[config.mk]
export PLATFORM = sky130hd
export DESIGN_NAME = cob_back_flat
export DESIGN_NICKNAME = d
export VERILOG_FILES = /design/src/rtl/cursor_overlay_alpha_blend_core_macros.svh /design/src/rtl/cob_pkg.sv /design/src/rtl/cob_out_if.sv /design/src/rtl/cob_back.sv /design/src/flat_wrapper.sv
export SDC_FILE = /design/constraint.sdc
export NUM_CORES = 1
export LEC_CHECK = 0
export BUFFER_PORTS_ARGS = -buffer_cell sky130_fd_sc_hd__buf_2
export CAP_MARGIN = 20
export CELL_PAD_IN_SITES_DETAIL_PLACEMENT = 1
export CELL_PAD_IN_SITES_GLOBAL_PLACEMENT = 2
export CORE_ASPECT_RATIO = 2
export CORE_MARGIN = 10
export CORE_UTILIZATION = 46
export CTS_BUF_LIST = sky130_fd_sc_hd__clkbuf_8
export CTS_CLUSTER_SIZE = 10
export DETAILED_ROUTE_END_ITERATION = 16
export PLACE_DENSITY = 0.95
export SYNTH_ARGS = -nofsm -noshare
export SYNTH_HDL_FRONTEND = slang
export SYNTH_SLANG_ARGS = --single-unit
[constraint.sdc]
create_clock -name clk -period 4.55 [get_ports clk]
set_input_delay 0.91 -clock clk [delete_from_list [all_inputs] [get_ports clk]]
set_output_delay 0.91 -clock clk [all_outputs]
set_load 0.005 [all_outputs]
[src/rtl/cursor_overlay_alpha_blend_core_macros.svh]
// Assertion macros shared by the cursor overlay RTL.
// The macros expect clk and rst_n in the scope where they are used.
// Both macros collapse to nothing when SYNTHESIS is defined.
`ifndef CURSOR_OVERLAY_ALPHA_BLEND_CORE_MACROS_SVH
`define CURSOR_OVERLAY_ALPHA_BLEND_CORE_MACROS_SVH
`ifndef SYNTHESIS
// Same-cycle implication, checked outside reset.
`define COB_ASSERT_IMP(label, ante, cons) \
    label: assert property (@(posedge clk) disable iff (!rst_n) (ante) |-> (cons)) \
        else $error("same-cycle check failed");
// Next-cycle implication, checked outside reset.
`define COB_ASSERT_NEXT(label, ante, cons) \
    label: assert property (@(posedge clk) disable iff (!rst_n) (ante) |=> (cons)) \
        else $error("next-cycle check failed");
`else
`define COB_ASSERT_IMP(label, ante, cons)
`define COB_ASSERT_NEXT(label, ante, cons)
`endif
`endif

[src/rtl/cob_pkg.sv]
// Package for the cursor overlay core: widths, codes, types and blend helpers.
// No dependencies; all RTL files but cob_ram and the macro header use it.
`default_nettype none

package cob_pkg;

    // Field and register widths.
    localparam int COORD_BITS      = 12;
    localparam int STORE_ADDR_BITS = 12;
    localparam int STORE_DEPTH     = 1 << STORE_ADDR_BITS;
    localparam int FRAME_DIM_BITS  = 13;
    localparam int CURSOR_DIM_BITS = 7;
    localparam int CHAN_BITS       = 8;
    localparam int CFG_INDEX_BITS  = 3;
    localparam int CFG_DATA_BITS   = 13;

    // Decoupling queue between the front and the back.
    localparam int QUEUE_DEPTH    = 4;
    localparam int QUEUE_PTR_BITS = 2;

    // Command codes of an input transaction.
    localparam logic CMD_LOAD  = 1'b0;
    localparam logic CMD_PIXEL = 1'b1;

    // Blend constants.
    localparam logic [CHAN_BITS-1:0] CHAN_MAX    = 8'd255;
    localparam logic [15:0]          BLEND_ROUND = 16'd127;

    // Configuration register indexes.
    typedef enum logic [CFG_INDEX_BITS-1:0] {
        CFG_BGRA_MODE     = 3'd0,
        CFG_FRAME_WIDTH   = 3'd1,
        CFG_FRAME_HEIGHT  = 3'd2,
        CFG_CURSOR_LEFT   = 3'd3,
        CFG_CURSOR_TOP    = 3'd4,
        CFG_CURSOR_WIDTH  = 3'd5,
        CFG_CURSOR_HEIGHT = 3'd6
    } cfg_reg_e_t;

    // Current configuration as seen by the datapath.
    typedef struct packed {
        logic                              bgra_mode;
        logic [FRAME_DIM_BITS-1:0]         frame_width;
        logic [FRAME_DIM_BITS-1:0]         frame_height;
        logic signed [FRAME_DIM_BITS-1:0]  cursor_left;
        logic signed [FRAME_DIM_BITS-1:0]  cursor_top;
        logic [CURSOR_DIM_BITS-1:0]        cursor_width;
        logic [CURSOR_DIM_BITS-1:0]        cursor_height;
    } cob_cfg_t;

    // One BGRA value.
    typedef struct packed {
        logic [CHAN_BITS-1:0] blue;
        logic [CHAN_BITS-1:0] green;
        logic [CHAN_BITS-1:0] red;
        logic [CHAN_BITS-1:0] alpha;
    } bgra_t;

    // Work handed from the front to the back. The texel alpha is already
    // zero when the pixel is not covered by the cursor.
    typedef struct packed {
        bgra_t texel;
        bgra_t pixel;
    } blend_job_t;

    // Queue status toward the producer and the consumer.
    typedef struct packed {
        logic full;
        logic empty;
    } queue_status_t;

    // s*a + d*(255-a) + 127; at most 65152, so 16 bits hold it.
    function automatic logic [15:0] blend_sum(input logic [CHAN_BITS-1:0] s,
                                              input logic [CHAN_BITS-1:0] d,
                                              input logic [CHAN_BITS-1:0] a);
        logic [CHAN_BITS-1:0] inv;
        logic [15:0]          fg;
        logic [15:0]          bg;
        inv = CHAN_MAX - a;
        fg  = {8'd0, s} * {8'd0, a};
        bg  = {8'd0, d} * {8'd0, inv};
        return fg + bg + BLEND_ROUND;
    endfunction

    // Exact floor(v / 255) for every v up to 65152.
    function automatic logic [CHAN_BITS-1:0] div255(input logic [15:0] v);
        logic [16:0] t;
        t = {1'b0, v} + 17'd1 + {9'd0, v[15:8]};
        return t[15:8];
    endfunction

endpackage

`default_nettype wire

[src/rtl/cob_out_if.sv]
// Output channel of the cursor overlay core: one result per frame pixel.
// Depends on cob_pkg for the field widths.
`default_nettype none

interface cob_out_if;
    logic                          valid;
    logic                          ready;
    logic [cob_pkg::CHAN_BITS-1:0] out_blue;
    logic [cob_pkg::CHAN_BITS-1:0] out_green;
    logic [cob_pkg::CHAN_BITS-1:0] out_red;
    logic [cob_pkg::CHAN_BITS-1:0] out_alpha;

    modport source (
        output valid, out_blue, out_green, out_red, out_alpha,
        input  ready
    );

    modport sink (
        input  valid, out_blue, out_green, out_red, out_alpha,
        output ready
    );
endinterface

`default_nettype wire

[src/rtl/cob_back.sv]
// Back of the cursor overlay: blends texel and pixel per channel and holds
// the result in the output register. Uses cob_pkg and cob_out_if.
`default_nettype none

module cob_back (
    input  wire logic                  clk,
    input  wire logic                  rst_n,
    input  wire logic                  job_valid,
    output      logic                  job_ready,
    input  wire cob_pkg::blend_job_t   job,
    cob_out_if.source                  result
);

    // Stage 1: weighted channel sums.
    logic                          b1_valid_reg, b1_valid_next;
    logic [15:0]                   b1_sum_b_reg;
    logic [15:0]                   b1_sum_g_reg;
    logic [15:0]                   b1_sum_r_reg;
    logic                          b1_draw_reg;
    logic [cob_pkg::CHAN_BITS-1:0] b1_alpha_reg;

    // Output register.
    logic                          out_valid_reg, out_valid_next;
    cob_pkg::bgra_t                out_reg;

    logic                          out_free;
    logic                          b1_free;
    logic                          b1_adv;

    assign out_free  = !out_valid_reg || result.ready;
    assign b1_adv    = b1_valid_reg && out_free;
    assign b1_free   = !b1_valid_reg || out_free;
    assign job_ready = b1_free;

    // Valid bits of both stages.
    always_comb
    begin
        b1_valid_next = b1_valid_reg;
        if (job_valid && b1_free)
        begin
            b1_valid_next = 1'b1;
        end
        else if (b1_adv)
        begin
            b1_valid_next = 1'b0;
        end

        out_valid_next = out_valid_reg;
        if (b1_adv)
        begin
            out_valid_next = 1'b1;
        end
        else if (result.ready)
        begin
            out_valid_next = 1'b0;
        end
    end

    always_ff @(posedge clk or negedge rst_n)
    begin
        if (!rst_n)
        begin
            b1_valid_reg  <= 1'b0;
            out_valid_reg <= 1'b0;
        end
        else
        begin
            b1_valid_reg  <= b1_valid_next;
            out_valid_reg <= out_valid_next;
        end
    end

    // Blend: a transparent texel reproduces the pixel color exactly, an
    // opaque one the texel color, so one formula serves all three cases.
    always_ff @(posedge clk)
    begin
        if (job_valid && b1_free)
        begin
            b1_sum_b_reg <= cob_pkg::blend_sum(job.texel.blue, job.pixel.blue,
                                               job.texel.alpha);
            b1_sum_g_reg <= cob_pkg::blend_sum(job.texel.green, job.pixel.green,
                                               job.texel.alpha);
            b1_sum_r_reg <= cob_pkg::blend_sum(job.texel.red, job.pixel.red,
                                               job.texel.alpha);
            b1_draw_reg  <= (job.texel.alpha != '0);
            b1_alpha_reg <= job.pixel.alpha;
        end
        if (b1_adv)
        begin
            out_reg.blue  <= cob_pkg::div255(b1_sum_b_reg);
            out_reg.green <= cob_pkg::div255(b1_sum_g_reg);
            out_reg.red   <= cob_pkg::div255(b1_sum_r_reg);
            out_reg.alpha <= b1_draw_reg ? cob_pkg::CHAN_MAX : b1_alpha_reg;
        end
    end

    assign result.valid     = out_valid_reg;
    assign result.out_blue  = out_reg.blue;
    assign result.out_green = out_reg.green;
    assign result.out_red   = out_reg.red;
    assign result.out_alpha = out_reg.alpha;

endmodule

`default_nettype wire

[src/flat_wrapper.sv]
// flat-port wrapper written by rule: the top's interface ports become plain ports
module cob_back_flat 
  (clk, rst_n, job_valid, job_ready, job, result_valid, result_out_blue, result_out_green, result_out_red, result_out_alpha, result_ready);
  cob_out_if result_i ();
  input  wire logic clk;
  input  wire logic rst_n;
  input  wire logic job_valid;
  output      logic job_ready;
  input  wire cob_pkg::blend_job_t job;
  output wire logic [$bits(result_i.valid)-1:0] result_valid;
  output wire logic [$bits(result_i.out_blue)-1:0] result_out_blue;
  output wire logic [$bits(result_i.out_green)-1:0] result_out_green;
  output wire logic [$bits(result_i.out_red)-1:0] result_out_red;
  output wire logic [$bits(result_i.out_alpha)-1:0] result_out_alpha;
  input wire logic [$bits(result_i.ready)-1:0] result_ready;
  assign result_valid = result_i.valid;
  assign result_out_blue = result_i.out_blue;
  assign result_out_green = result_i.out_green;
  assign result_out_red = result_i.out_red;
  assign result_out_alpha = result_i.out_alpha;
  assign result_i.ready = result_ready;
  cob_back u_core (.clk(clk), .rst_n(rst_n), .job_valid(job_valid), .job_ready(job_ready), .job(job), .result(result_i));
endmodule
==> key figures <==
Worst setup path
  – Startpoint Class: input port
  – Reg2Reg Setup Slack: 2250 ps
  – Critical Path End: u_core.b1_sum_r_reg[11]$_DFFE_PP_
  – CP startpoint: job[35]
  – R2R Path Start: u_core.b1_sum_b_reg[9]$_DFFE_PP_
  – RR Endpoint: u_core.result.out_blue[7]$_DFFE_PP_
  – CP peak stage delay: between 500 and 600 ps
  – Critical Path RT: 4710 ps
  – Reg2Reg Depth: 7
  – Crit-path cells: buf_8 -> buf_12 -> buf_12 -> buf_8 -> nor2b_1 -> ha_1 -> fa_1 -> inv_1 -> fa_1 -> inv_2 -> fa_1 -> fa_1 -> inv_2 -> fa_1 -> inv_2 -> ha_4 -> nand4_1 -> a21boi_4 -> a41oi_4 -> buf_4 -> buf_4 -> xnor2_1
  – Crit path max fanout: 8
  – Data arrival time of the worst path: ~6300 ps
  – Most frequent CP cell: fa_1
  – Slowest stage cell, crit path: fa_1
  – Crit path kind: in2reg
  – Crit path capture type: register

Global route
  – First-pass GRT wire length: 93700 um
  – Overall routing resource usage: 0.269
  – Overflow after GRT: 0
  – Initial antenna violation count: 1
  – Pin count of the biggest net entering global routing: 42
  – Number of global-route vias before repair: ~17000

Synth
  – Synth warnings: 0
  – Sequential area share after synthesis: 0.161
  – Syn nets: 2266
  – Syn_area_per_cell: about 10 um2
  – Mapped Area: between 15000 and 20000 um2
  – Asr flop ratio synth: 0.0220
  – Post-Syn Instances: 1700
  – Synth area leader: fa_1
  – Top cell type's share of synthesized area: 0.365
  – Number of synthesized flops with an enable pin: just under 90
  – Distinct cells, synth: between 40 and 50
  – Synth Register Bits: a little over 90
  – Ranking of synthesized cells by area: fa_1 37%, edfxtp_1 16%, ha_1 14%
  – Top_reg_cell synth: edfxtp_1
  – Most frequent cell after synthesis: inv_1
  – Commonest cells post-synth: 399 x inv_1, 309 x fa_1, 189 x ha_1

CTS
  – Sinks on Clock Net: around 90
  – CTS root buffer: clkbuf_8
  – Clk buf depth: 2
  – H-tree levels: 3
  – Reg clk slew, reported paths: ~100 ps
  – Hold-fix buffers, CTS: 0
  – CTS tree: built
  – Worst skew pair latency: approximately 410 ps
  – CTS buffer count: 9

Cells and area
  – Layout Nets: about 2600
  – Final instance area: about 22000 um2
  – Layout cells sized above 1: 0.333
  – Fin cells: between 2000 and 3000
  – Area Growth Syn to Fin: 32.2%

Worst hold path
  – Worst min path class: in2async

STA
  – PnR worst setup slack: -1620 ps
  – Worst Max-Slew Pin Slew: 875 ps
  – Fmax: between 0.15 and 0.2 GHz
  – Tmin final: slightly above 6000 ps
  – Unrepaired setup endpoints after global routing: true
  – Fin crit share: 1.36
  – Worst slew margin: 0.416
  – Max Clock Skew: around 17 ps
  – Final hold viol count: 0
  – Hold WS: approximately 260 ps
  – Max-slew violation total from the final report: 0
  – Setup TNS: -36780 ps
  – Final setup viols: 37

Outcome
  – Outcome: finished with violations
  – Violated checks: negative setup slack

Floorplan
  – Rows: 99
  – Starting density of the core: 0.465
  – I/O pin count: 102
  – Die Span X: around 160 um
  – Core Area: 36400 um2
  – Die area: 45400 um2
  – Die H: 291 um

Place
  – IO buf count: roughly 100
  – Hpwl dp: between 40000 and 50000 um
  – GP Congestion: 0.903
  – Placed instance count: roughly 2400
  – Placed Area: slightly above 20000 um2

Routing
  – Pre-Repair DR Iteration Count: 5
  – First DRT Iteration DRCs: 747
  – Wire per inst: roughly 28 um
  – Via Count: roughly 14000
  – # DRC: 0
  – DR vias/cell: approximately 5.7
  – Drt total wl: between 60000 and 70000 um
  – Post-route ant nets: 0

Job
  – Max-Cap Viols: 0
## cell type report
class / instances / area, um2
tap: 454 / 568
timing repair buffer: 383 / 3330
inverter: 399 / 1500
clock inverter: 7 / 68.8
fill: 3867 / 14000
antenna: 2 / 5.00
clock buffer: 9 / 124
multi-input combinational: 1165 / 14100
sequential: 91 / 2720
## cell usage in the layout (no fill, tap or decap), drive strengths merged, types with 4 or more instances in the layout
master	instances
a211oi	11
a21o	14
a21oi	33
a31oi	4
and2	94
and3	4
buf	380
clkbuf	11
edfxtp	89
fa	309
ha	189
inv	402
nand2	124
nand2b	105
nand3	15
nand4	6
nor2	20
nor2b	93
nor3	6
o21a	6
o21ai	27
o21bai	6
or2	8
xnor2	52
xor2	17
## cells by family (layout without fill, tap and decap cells)
| logic type | count (synthesis) | in the layout | share of synthesized area |
|---|---|---|---|
| XOR/XNOR | 69 | 69 | 0.0357 |
| AND/OR/NAND/NOR | 481 | 481 | 0.155 |
| adder cells (fa/ha/maj) | 498 | 498 | 0.505 |
| AO/OA/AOI/OAI | 117 | 117 | 0.0452 |
| flip-flops | 91 | 91 | 0.161 |
| buffers and inverters | 444 | 798 | 0.0985 |
| other | 0 | 2 | 0 |
## worst min-delay path by stage
stage / slack (ps) / cells past startpoint / start / endpoint
2_1_floorplan: 450 / 1 / u_core.b1_valid_reg$_DFFE_PN0P_ / u_core.result.valid$_DFFE_PN0P_
5_1_grt: 240 / 1 / rst_n / u_core.result.valid$_DFFE_PN0P_
3_5_place_dp: 490 / 1 / u_core.b1_alpha_reg[5]$_DFFE_PP_ / u_core.result.out_alpha[5]$_SDFFCE_PP1P_
3_3_place_gp: 460 / 1 / u_core.b1_valid_reg$_DFFE_PN0P_ / u_core.result.valid$_DFFE_PN0P_
4_1_cts: 250 / 1 / rst_n / u_core.result.valid$_DFFE_PN0P_
6_report: 260 / 1 / rst_n / u_core.result.valid$_DFFE_PN0P_
## critical path, delay by kind of cell
family	cells	cell delay, ps
buf+inv	10	1160
compound gates	2	420
fa+ha+maj	7	3310
xor+xnor	1	110
simple gates	2	400
## timing repair
| item | in CTS | in global routing |
|---|---|---|
| resized for setup | 226 | 113 |
| endpoints found under the setup margin | 37 | 37 |
| setup buffers | 33 | 34 |
| pin swaps | 109 | 108 |
| gates cloned | 3 | 2 |
## stage by stage
step                      setup slack, ps  utilization
after floorplan                     -1240            -
after global placement              -1550        0.554
after detailed placement            -1790        0.554
after CTS                           -1080        0.594
after global routing                -1670        0.615
final                               -1620        0.615
## metal layers
metal / GRT usage / vias up / part of all wire
li1: - / 5876 / -
met1: 0.238 / 7335 / 0.30
met2: 0.526 / 776 / 0.55
met3: 0.0301 / 433 / 0.048
met4: 0.201 / 0 / 0.10
met5: 0 / - / 0
Power is not shown: default switching activity piles up to over one toggle a cycle in this logic, so the estimate is an artifact.
