[src/rtl/cursor_overlay_alpha_blend_core_macros.svh]
// Assertion macros shared by the cursor overlay RTL.
// The macros expect clk and rst_n in the scope where they are used.
// Both macros collapse to nothing when SYNTHESIS is defined.
`ifndef CURSOR_OVERLAY_ALPHA_BLEND_CORE_MACROS_SVH
`define CURSOR_OVERLAY_ALPHA_BLEND_CORE_MACROS_SVH
`ifndef SYNTHESIS
// Same-cycle implication, checked outside reset.
`define COB_ASSERT_IMP(label, ante, cons) \
    label: assert property (@(posedge clk) disable iff (!rst_n) (ante) |-> (cons)) \
        else $error("same-cycle check failed");
// Next-cycle implication, checked outside reset.
`define COB_ASSERT_NEXT(label, ante, cons) \
    label: assert property (@(posedge clk) disable iff (!rst_n) (ante) |=> (cons)) \
        else $error("next-cycle check failed");
`else
`define COB_ASSERT_IMP(label, ante, cons)
`define COB_ASSERT_NEXT(label, ante, cons)
`endif
`endif

[src/rtl/cob_pkg.sv]
// Package for the cursor overlay core: widths, codes, types and blend helpers.
// No dependencies; all RTL files but cob_ram and the macro header use it.
`default_nettype none

package cob_pkg;

    // Field and register widths.
    localparam int COORD_BITS      = 12;
    localparam int STORE_ADDR_BITS = 12;
    localparam int STORE_DEPTH     = 1 << STORE_ADDR_BITS;
    localparam int FRAME_DIM_BITS  = 13;
    localparam int CURSOR_DIM_BITS = 7;
    localparam int CHAN_BITS       = 8;
    localparam int CFG_INDEX_BITS  = 3;
    localparam int CFG_DATA_BITS   = 13;

    // Decoupling queue between the front and the back.
    localparam int QUEUE_DEPTH    = 4;
    localparam int QUEUE_PTR_BITS = 2;

    // Command codes of an input transaction.
    localparam logic CMD_LOAD  = 1'b0;
    localparam logic CMD_PIXEL = 1'b1;

    // Blend constants.
    localparam logic [CHAN_BITS-1:0] CHAN_MAX    = 8'd255;
    localparam logic [15:0]          BLEND_ROUND = 16'd127;

    // Configuration register indexes.
    typedef enum logic [CFG_INDEX_BITS-1:0] {
        CFG_BGRA_MODE     = 3'd0,
        CFG_FRAME_WIDTH   = 3'd1,
        CFG_FRAME_HEIGHT  = 3'd2,
        CFG_CURSOR_LEFT   = 3'd3,
        CFG_CURSOR_TOP    = 3'd4,
        CFG_CURSOR_WIDTH  = 3'd5,
        CFG_CURSOR_HEIGHT = 3'd6
    } cfg_reg_e_t;

    // Current configuration as seen by the datapath.
    typedef struct packed {
        logic                              bgra_mode;
        logic [FRAME_DIM_BITS-1:0]         frame_width;
        logic [FRAME_DIM_BITS-1:0]         frame_height;
        logic signed [FRAME_DIM_BITS-1:0]  cursor_left;
        logic signed [FRAME_DIM_BITS-1:0]  cursor_top;
        logic [CURSOR_DIM_BITS-1:0]        cursor_width;
        logic [CURSOR_DIM_BITS-1:0]        cursor_height;
    } cob_cfg_t;

    // One BGRA value.
    typedef struct packed {
        logic [CHAN_BITS-1:0] blue;
        logic [CHAN_BITS-1:0] green;
        logic [CHAN_BITS-1:0] red;
        logic [CHAN_BITS-1:0] alpha;
    } bgra_t;

    // Work handed from the front to the back. The texel alpha is already
    // zero when the pixel is not covered by the cursor.
    typedef struct packed {
        bgra_t texel;
        bgra_t pixel;
    } blend_job_t;

    // Queue status toward the producer and the consumer.
    typedef struct packed {
        logic full;
        logic empty;
    } queue_status_t;

    // s*a + d*(255-a) + 127; at most 65152, so 16 bits hold it.
    function automatic logic [15:0] blend_sum(input logic [CHAN_BITS-1:0] s,
                                              input logic [CHAN_BITS-1:0] d,
                                              input logic [CHAN_BITS-1:0] a);
        logic [CHAN_BITS-1:0] inv;
        logic [15:0]          fg;
        logic [15:0]          bg;
        inv = CHAN_MAX - a;
        fg  = {8'd0, s} * {8'd0, a};
        bg  = {8'd0, d} * {8'd0, inv};
        return fg + bg + BLEND_ROUND;
    endfunction

    // Exact floor(v / 255) for every v up to 65152.
    function automatic logic [CHAN_BITS-1:0] div255(input logic [15:0] v);
        logic [16:0] t;
        t = {1'b0, v} + 17'd1 + {9'd0, v[15:8]};
        return t[15:8];
    endfunction

endpackage

`default_nettype wire

[src/rtl/cob_queue.sv]
// Short queue that decouples the overlay front from the blend back.
// Depends on cob_pkg for depth and the job type.
`default_nettype none
`include "cursor_overlay_alpha_blend_core_macros.svh"

module cob_queue (
    input  wire logic                    clk,
    input  wire logic                    rst_n,
    input  wire logic                    push,
    input  wire cob_pkg::blend_job_t     push_data,
    input  wire logic                    pop,
    output      cob_pkg::blend_job_t     pop_data,
    output      cob_pkg::queue_status_t  status
);

    localparam int PB = cob_pkg::QUEUE_PTR_BITS;

    cob_pkg::blend_job_t entry_reg [cob_pkg::QUEUE_DEPTH];
    logic [PB-1:0]       wr_ptr_reg, wr_ptr_next;
    logic [PB-1:0]       rd_ptr_reg, rd_ptr_next;
    logic [PB:0]         count_reg, count_next;

    assign status.full  = (count_reg == (PB+1)'(cob_pkg::QUEUE_DEPTH));
    assign status.empty = (count_reg == '0);
    assign pop_data     = entry_reg[rd_ptr_reg];

    // Pointer and fill count update.
    always_comb
    begin
        wr_ptr_next = push ? wr_ptr_reg + 1'b1 : wr_ptr_reg;
        rd_ptr_next = pop ? rd_ptr_reg + 1'b1 : rd_ptr_reg;
        count_next  = count_reg;
        if (push && !pop)
        begin
            count_next = count_reg + 1'b1;
        end
        else if (pop && !push)
        begin
            count_next = count_reg - 1'b1;
        end
    end

    always_ff @(posedge clk or negedge rst_n)
    begin
        if (!rst_n)
        begin
            wr_ptr_reg <= '0;
            rd_ptr_reg <= '0;
            count_reg  <= '0;
        end
        else
        begin
            wr_ptr_reg <= wr_ptr_next;
            rd_ptr_reg <= rd_ptr_next;
            count_reg  <= count_next;
        end
    end

    // Entry storage.
    always_ff @(posedge clk)
    begin
        if (push)
        begin
            entry_reg[wr_ptr_reg] <= push_data;
        end
    end

    `COB_ASSERT_IMP(a_no_overflow, push, !status.full)
    `COB_ASSERT_IMP(a_no_underflow, pop, !status.empty)
    `COB_ASSERT_NEXT(a_count_grows, push && !pop, count_reg == $past(count_reg) + 1'b1)

endmodule

`default_nettype wire

[config.mk]
export PLATFORM = sky130hd
export DESIGN_NAME = cob_queue
export DESIGN_NICKNAME = d
export VERILOG_FILES = /design/src/rtl/cob_pkg.sv /design/src/rtl/cob_queue.sv
export VERILOG_INCLUDE_DIRS = /design/src /design/src/rtl
export SDC_FILE = /design/constraint.sdc
export NUM_CORES = 1
export LEC_CHECK = 0
export BUFFER_PORTS_ARGS = -buffer_cell sky130_fd_sc_hd__buf_2
export CAP_MARGIN = 20
export CORE_ASPECT_RATIO = 1.1
export CORE_UTILIZATION = 35
export CTS_CLUSTER_DIAMETER = 120
export DETAILED_ROUTE_END_ITERATION = 16
export SYNTH_ARGS = -nofsm -noshare
export SYNTH_HDL_FRONTEND = slang
export SYNTH_SLANG_ARGS = --single-unit
[constraint.sdc]
create_clock -name clk -period 3.1 [get_ports clk]
set_clock_uncertainty 0.05 [all_clocks]
set_input_delay 0.155 -clock clk [delete_from_list [all_inputs] [get_ports clk]]
set_output_delay 0.155 -clock clk [all_outputs]
set_load 0.02 [all_outputs]
==> impl_results.md, run 1 <==
* Post-Route WL at 18,200 um
* Initial core utilization at ~36%
* GRT Total Usage at 13.3%
* Lkg Pwr at 4.26 nW
* Sw power at around 3.6 mW
* Comb pwr share at 29.3%
* Count of different cell masters after synthesis at 19
* Crit. End Element: output pin
* DRT Pass-1 Iters at 4
* Yosys top cell area share at roughly 80%
* Post-Syn Nets at 442
* FF+latch count, synth at between 200 and 300
* Mapped cell area at 0.00962 mm^2
* Final WS setup at 0.499 ns
* Hold Path Class: input port to flip-flop
* I/O pin total at 134
* # rows at 63
* Worst path arrival time at approximately 2.4 ns
* Clk root buf: clkbuf_16
* WHS Path Cells at 2
* Switching share of power at 30.8%
* Status: complete, no violations
* # H-tree levels at 1
* Endpoints failing hold at 0
* Area Growth Syn to Fin at 28.4%
* Fmax at 384 MHz
* Synth area leaders: edfxtp_1 (80%), mux4_2 (15%), dfrtp_1 (1.8%)
* Number of flops mapped to enable cells by yosys at between 200 and 300
* R2R depth at 4
* Antenna-violating nets left at 0
* Worst-Skew Late Latency at about 0.52 ns
* Finish-stage setup viols at 0
* Gp weighted congestion at 0.683
* Max FO, Critical Path at 28
* Die area at between 0.02 and 0.03 mm^2
* Worst rel slew slack at 58.3%
* Post-synthesis average cell area at 26.2 um^2
* Crit Path Category: flip-flop to output pin
* Layout cells sized above 1 at 42.0%
* CTS max path bufs at 3
* Ys Warns at 0
* DRT iter0 DRCs at 206
* VDD IR max at 0.420 mV
* Nature of the critical path startpoint: flip-flop
* Die Y at between 150 and 200 um
* Post-CTS Hold Fix Bufs at 68
* CTS tree: done
* Max FFs per register at 256
* Fin crit period at between 2 and 3 ns
* Ys async rst share at between 2 and 3%
* Wirelength per Cell at 18.7 um
* Vias per cell at 4.70
* DRC Markers at 0
* Die width at approximately 160 um
* Initial antenna violation count at 1
* Clk pwr share at 27.9%
* Most frequent cells after synthesis: edfxtp_1 (256), mux4_2 (64), dfrtp_1 (7)
* Cell taking the most area after synthesis: edfxtp_1
* Max cap viols at 0
* CTS resizes at 0
* Nets at 669
* Count leader, synth: edfxtp_1
* Ant diodes at 0
* Primary FF master, synth: edfxtp_1
* Pin count of the biggest net entering global routing at 37
* IO Port Bufs at 133
* Setup_tns at 0 ns
* Register area share after synthesis at 81.7%
* Pint at between 8 and 9 mW
* CTS buffer count at 27
* Slew Limit Fails at 0
* Critical Path RT at slightly below 3 ns
* Gr ovfl total at 0
* Cells after synthesis at 368
* Place WS at 0.989 ns
* P per Cell Area at about 950 mW/mm^2
* DR vias at 4,571
* Sequential share of power at 42.8%
* CORE AREA at between 0.02 and 0.03 mm^2
* Actual slew at the worst max-slew pin at 0.626 ns
* Clk slew on worst S/H paths at 0.06 ns
* Post-DP HPWL at 10,900 um
* Crit share post-route at a little over four fifths
* Global-route wire length before repair at roughly 29,000 um
* Post-CTS Setup Bufs at 0
* RSZ-0062 raised after global routing: false
* Sink Count at 263
* Vias in the first global route at 5,035
-- worst paths after layout --
kind                                     to           from  slack [ns]
setup reg to reg           entry_reg[0][43]  wr_ptr_reg[0]        1.13
hold reg to reg                count_reg[2]   count_reg[2]        0.45
hold / removal             entry_reg[0][52]  push_data[52]        0.33
max in group asynchronous     rd_ptr_reg[0]          rst_n        2.16
setup / recovery               pop_data[43]  rd_ptr_reg[0]        0.50
min in group asynchronous     rd_ptr_reg[1]          rst_n        0.54
-- metal layers --
metal,global-route usage (%),vias up,wire (um)
li1,-,2029,-
met1,17.0,2388,7820
met2,23.0,123,9120
met3,2.57,29,846
met4,4.01,2,376
met5,0,-,11
-- worst max-delay path, cell delays in order (launching register included) --
cell,delay [ns]
dfrtp_4,0.75
buf_12,0.30
mux4_2,0.57
buf_2,0.18
-- kinds of logic after synthesis --
| group | after synthesis | share of synthesized area (%) |
|---|---|---|
| AND/OR/NAND/NOR | 9 | 0.507 |
| XOR/XNOR | 6 | 0.546 |
| AO/OA/AOI/OAI | 1 | 0.0520 |
| flip-flops | 263 | 81.7 |
| adder cells (fa/ha/maj) | 6 | 0.858 |
| buffers and inverters | 18 | 1.25 |
| multiplexers | 65 | 15.1 |
-- layout make-up --
| cell class | instances | area, um^2 |
|---|---|---|
| clock inverter | 18 | 214 |
| tap | 357 | 447 |
| inverter | 4 | 15.0 |
| fill | 2322 | 14600 |
| timing repair buffer | 212 | 1470 |
| clock buffer | 31 | 691 |
| multi-input combinational | 87 | 1650 |
| sequential | 263 | 7870 |
-- through the flow --
step	instances	utilization, %	power, mW	hold slack [ns]	cell area [um^2]
final	972	45.8	11.7	0.327	12400
after global routing	972	45.8	12.2	0.323	12400
after CTS	972	45.8	11.9	0.305	12400
after detailed placement	855	39.9	8.57	-0.0436	10800
after global placement	855	39.9	8.49	-0.0452	10800
after floorplan	368	-	7.39	-0.191	9620
-- power by group through the flow --
stage | logic [mW] | registers, mW | clock network, mW
after detailed placement | 3.46 | 5.11 | 0
after CTS | 3.53 | 5.04 | 3.35
after floorplan | 2.52 | 4.87 | 0
after global routing | 3.69 | 5.09 | 3.47
after global placement | 3.44 | 5.06 | 0
final | 3.43 | 5.01 | 3.26
-- layout by cell type (no fill, tap or decap), types with 2 or more instances in the layout --
master         count
and2_4             4
buf_12             3
buf_2            133
buf_4              8
bufinv_16          4
clkbuf_1           4
clkbuf_16         27
clkinv_1           2
clkinv_2           4
clkinvlp_4         5
dfrtp_1            5
dfrtp_4            2
dlygate4sd3_1     68
edfxtp_1         256
ha_1               5
inv_1              4
mux4_2            64
nand2_1            2
xnor2_1            2
xor2_1             4
Power figures use the tool's default switching activity.
==> run 2, diff against run 1 <==
ABC_AREA = 1   (was unset)
clock period = 2.7 ns   (was 3.1 ns; I/O delays follow)
==> impl_results.md, run 2 <==
* Vias in the first global route at between 6k and 7k
* Wirelength per Cell at 15.2 um
* Hold Path Class: input port to flip-flop
* Endpoints failing hold at 0
* Worst path arrival time at 2.10 ns
* Post-DP HPWL at around 13,000 um
* Crit-path cells: buf_4, o211ai_1, nand2_1, buf_2
* # rows at 67
* Pin count of the biggest net entering global routing at 133
* Worst path bufs/invs at 2
* Count of different cell masters after synthesis at 19
* Post-CTS Hold Fix Bufs at 68
* Die width at 170 um
* DR vias at 6,352
* Crit share post-route at 84.8%
* FILL cells at 2,845
* Die area at 0.0318 mm^2
* I/O pin total at 134
* VDD IR max at 0.869 mV
* Slew Limit Fails at 0
* CTS buffer count at 28
* Number of flops mapped to enable cells by yosys at 256
* Die Y at 187 um
* Max cap viols at 0
* Post-Route WL at approximately 22,000 um
* CTS tree: done
* IO Port Bufs at 133
* Vias per cell at 4.44
* Gr ovfl total at 0
* Commonest non-fill, non-tap cell in the layout: edfxtp_1
* Post-synthesis average cell area at 13.7 um^2
* Layout cells sized above 1 at around 23%
* Place WS at 0.670 ns
* Area Growth Syn to Fin at 22.7%
* Cell taking the most area after synthesis: edfxtp_1
* Finish-stage setup viols at 0
* DRT iter0 DRCs at about 340
* Initial antenna violation count at 1
* Fmax at ~440 MHz
* RSZ-0062 raised after global routing: false
* Post-Syn Nets at between 800 and 900
* # H-tree levels at 1
* Worst-Skew Late Latency at 0.53 ns
* Clk slew on worst S/H paths at 0.06 ns
* Final WS setup at 0.410 ns
* Crit. End Element: output pin
* Nets at about 1.1k
* Status: complete, no violations
* Antenna-violating nets left at 0
* Clk root buf: clkbuf_16
* Pwr Total at ~14 mW
* Post-Layout Cell Count at 1,430
* FF+latch count, synth at 263
* CORE AREA at 0.0305 mm^2
* Ant diodes at 0
* Nature of the critical path startpoint: flip-flop
* Gp weighted congestion at 0.694
* Yosys top cell area share at 70.7%
* Lkg Pwr at 5.35 nW
* Worst rel slew slack at 45.1%
* Mapped cell area at ~0.011 mm^2
* Fin crit period at 2.29 ns
* Ys Warns at 0
* Synth area leaders: edfxtp_1 (71%), nand2_1 (7.1%), o211ai_1 (5.9%)
* Post-layout util at 43.7%
* Primary FF master, synth: edfxtp_1
* Crit Path Category: flip-flop to output pin
* Max FFs per register at roughly 260
* Critical Path Slowest Stage Cell: buf_4
* Register area share after synthesis at between 70% and 80%
* P per Cell Area at around 1100 mW/mm^2
* Sink Count at 263
* Post-CTS Setup Bufs at 0
* Initial core utilization at 35.6%
* Setup_tns at 0 ns
* Ys async rst share at under 10%
* Global-route wire length before repair at 34,100 um
* Actual slew at the worst max-slew pin at 0.823 ns
* Placed cell count at approximately 1.3k
* Count leader, synth: edfxtp_1
* GRT Total Usage at 13.7%
* Critical Path RT at 2.52 ns
* Most frequent cells after synthesis: edfxtp_1 (256), nand2_1 (205), inv_1 (140)
* Cells after synthesis at ~800
* Most frequent cells in the layout: edfxtp_1 (256), nand2_1 (205), inv_1 (135)
* R2r setup slk at between 0.7 and 0.8 ns
* Slowest Stage Delay on Critical Path at 0.66 ns
* DRT Pass-1 Iters at 4
* CTS max path bufs at 3
* CTS resizes at 0
* Max FO, Critical Path at 64
* DRC Markers at 0
* CP top delay family: buffers and inverters
## run 2: cell count changes after synthesis, sizes merged
| cell | before | now |
|---|---|---|
| nand3 | 0 | 1 |
| xor2 | 4 | 3 |
| buf | 13 | 43 |
| nor3b | 1 | 0 |
| xnor2 | 2 | 1 |
| mux4 | 64 | 0 |
| nand2 | 2 | 205 |
| nand4 | 0 | 1 |
| inv | 4 | 140 |
| mux2 | 1 | 0 |
| nor2 | 1 | 0 |
| nor3 | 1 | 2 |
| and2 | 4 | 0 |
| o211ai | 0 | 128 |
## run 2: metrics by stage
stage	hold slack (ns)	area, um^2
2_1_floorplan	-0.211	10900
3_3_place_gp	-0.0592	11800
3_5_place_dp	-0.0562	11800
4_1_cts	0.275	13300
5_1_grt	0.282	13300
6_report	0.308	13300
## run 2: kinds of logic (layout without fill, tap and decap cells)
family          count (synthesis)  count (layout)  share of synthesized area (%)
compound gates                129             129                           10.9
xor+xnor                        4               4                          0.322
fa+ha+maj                       6               6                          0.760
buf+inv                       184             405                           8.47
flops                         263             263                           72.3
simple gates                  209             209                           7.27
## run 2: worst register-to-register path: cells and delay by family, from the launching register on
family	cells	cell delay (ns)
adders and majority gates	1	0.19
buffers and inverters	3	0.97
DFF	1	0.40
and+or+nand+nor	1	0.07
## run 2: final cells by class
cell class,instances,area [um^2],area share [%]
clock inverters,10,56.3,0.422
multi-input cells,348,2090,15.7
well taps,414,518,3.88
inverters,140,532,3.99
repair buffers,213,1500,11.2
clock buffers,42,774,5.81
flip-flops and latches,263,7870,59.0
## run 2: path summary, 6_finish.rpt
check | startpoint | to | cells after the start
min | push_data[36] | entry_reg[3][36] | 2
max | rd_ptr_reg[1] | pop_data[22] | 4
min in group asynchronous | rst_n | count_reg[2] | 3
max in group asynchronous | rst_n | rd_ptr_reg[0] | 3
max reg2reg | wr_ptr_reg[0] | entry_reg[2][34] | 5
min reg2reg | count_reg[2] | count_reg[2] | 2
## run 2: layer usage
layer	GRT usage [%]	vias to the layer above	part of all wire, %
met1	17.7	3031	45
met4	3.53	2	2.2
li1	-	3156	-
met3	2.48	37	4.3
met5	0	-	0.037
met2	23.8	126	49
## run 2: where the power goes
group | total, mW | switching, mW | internal [mW]
sequential | 5.56 | 0.209 | 5.35
clock | 3.47 | 1.49 | 1.98
combinational | 5.42 | 3.74 | 1.68
total | 14.5 | 5.45 | 9.01
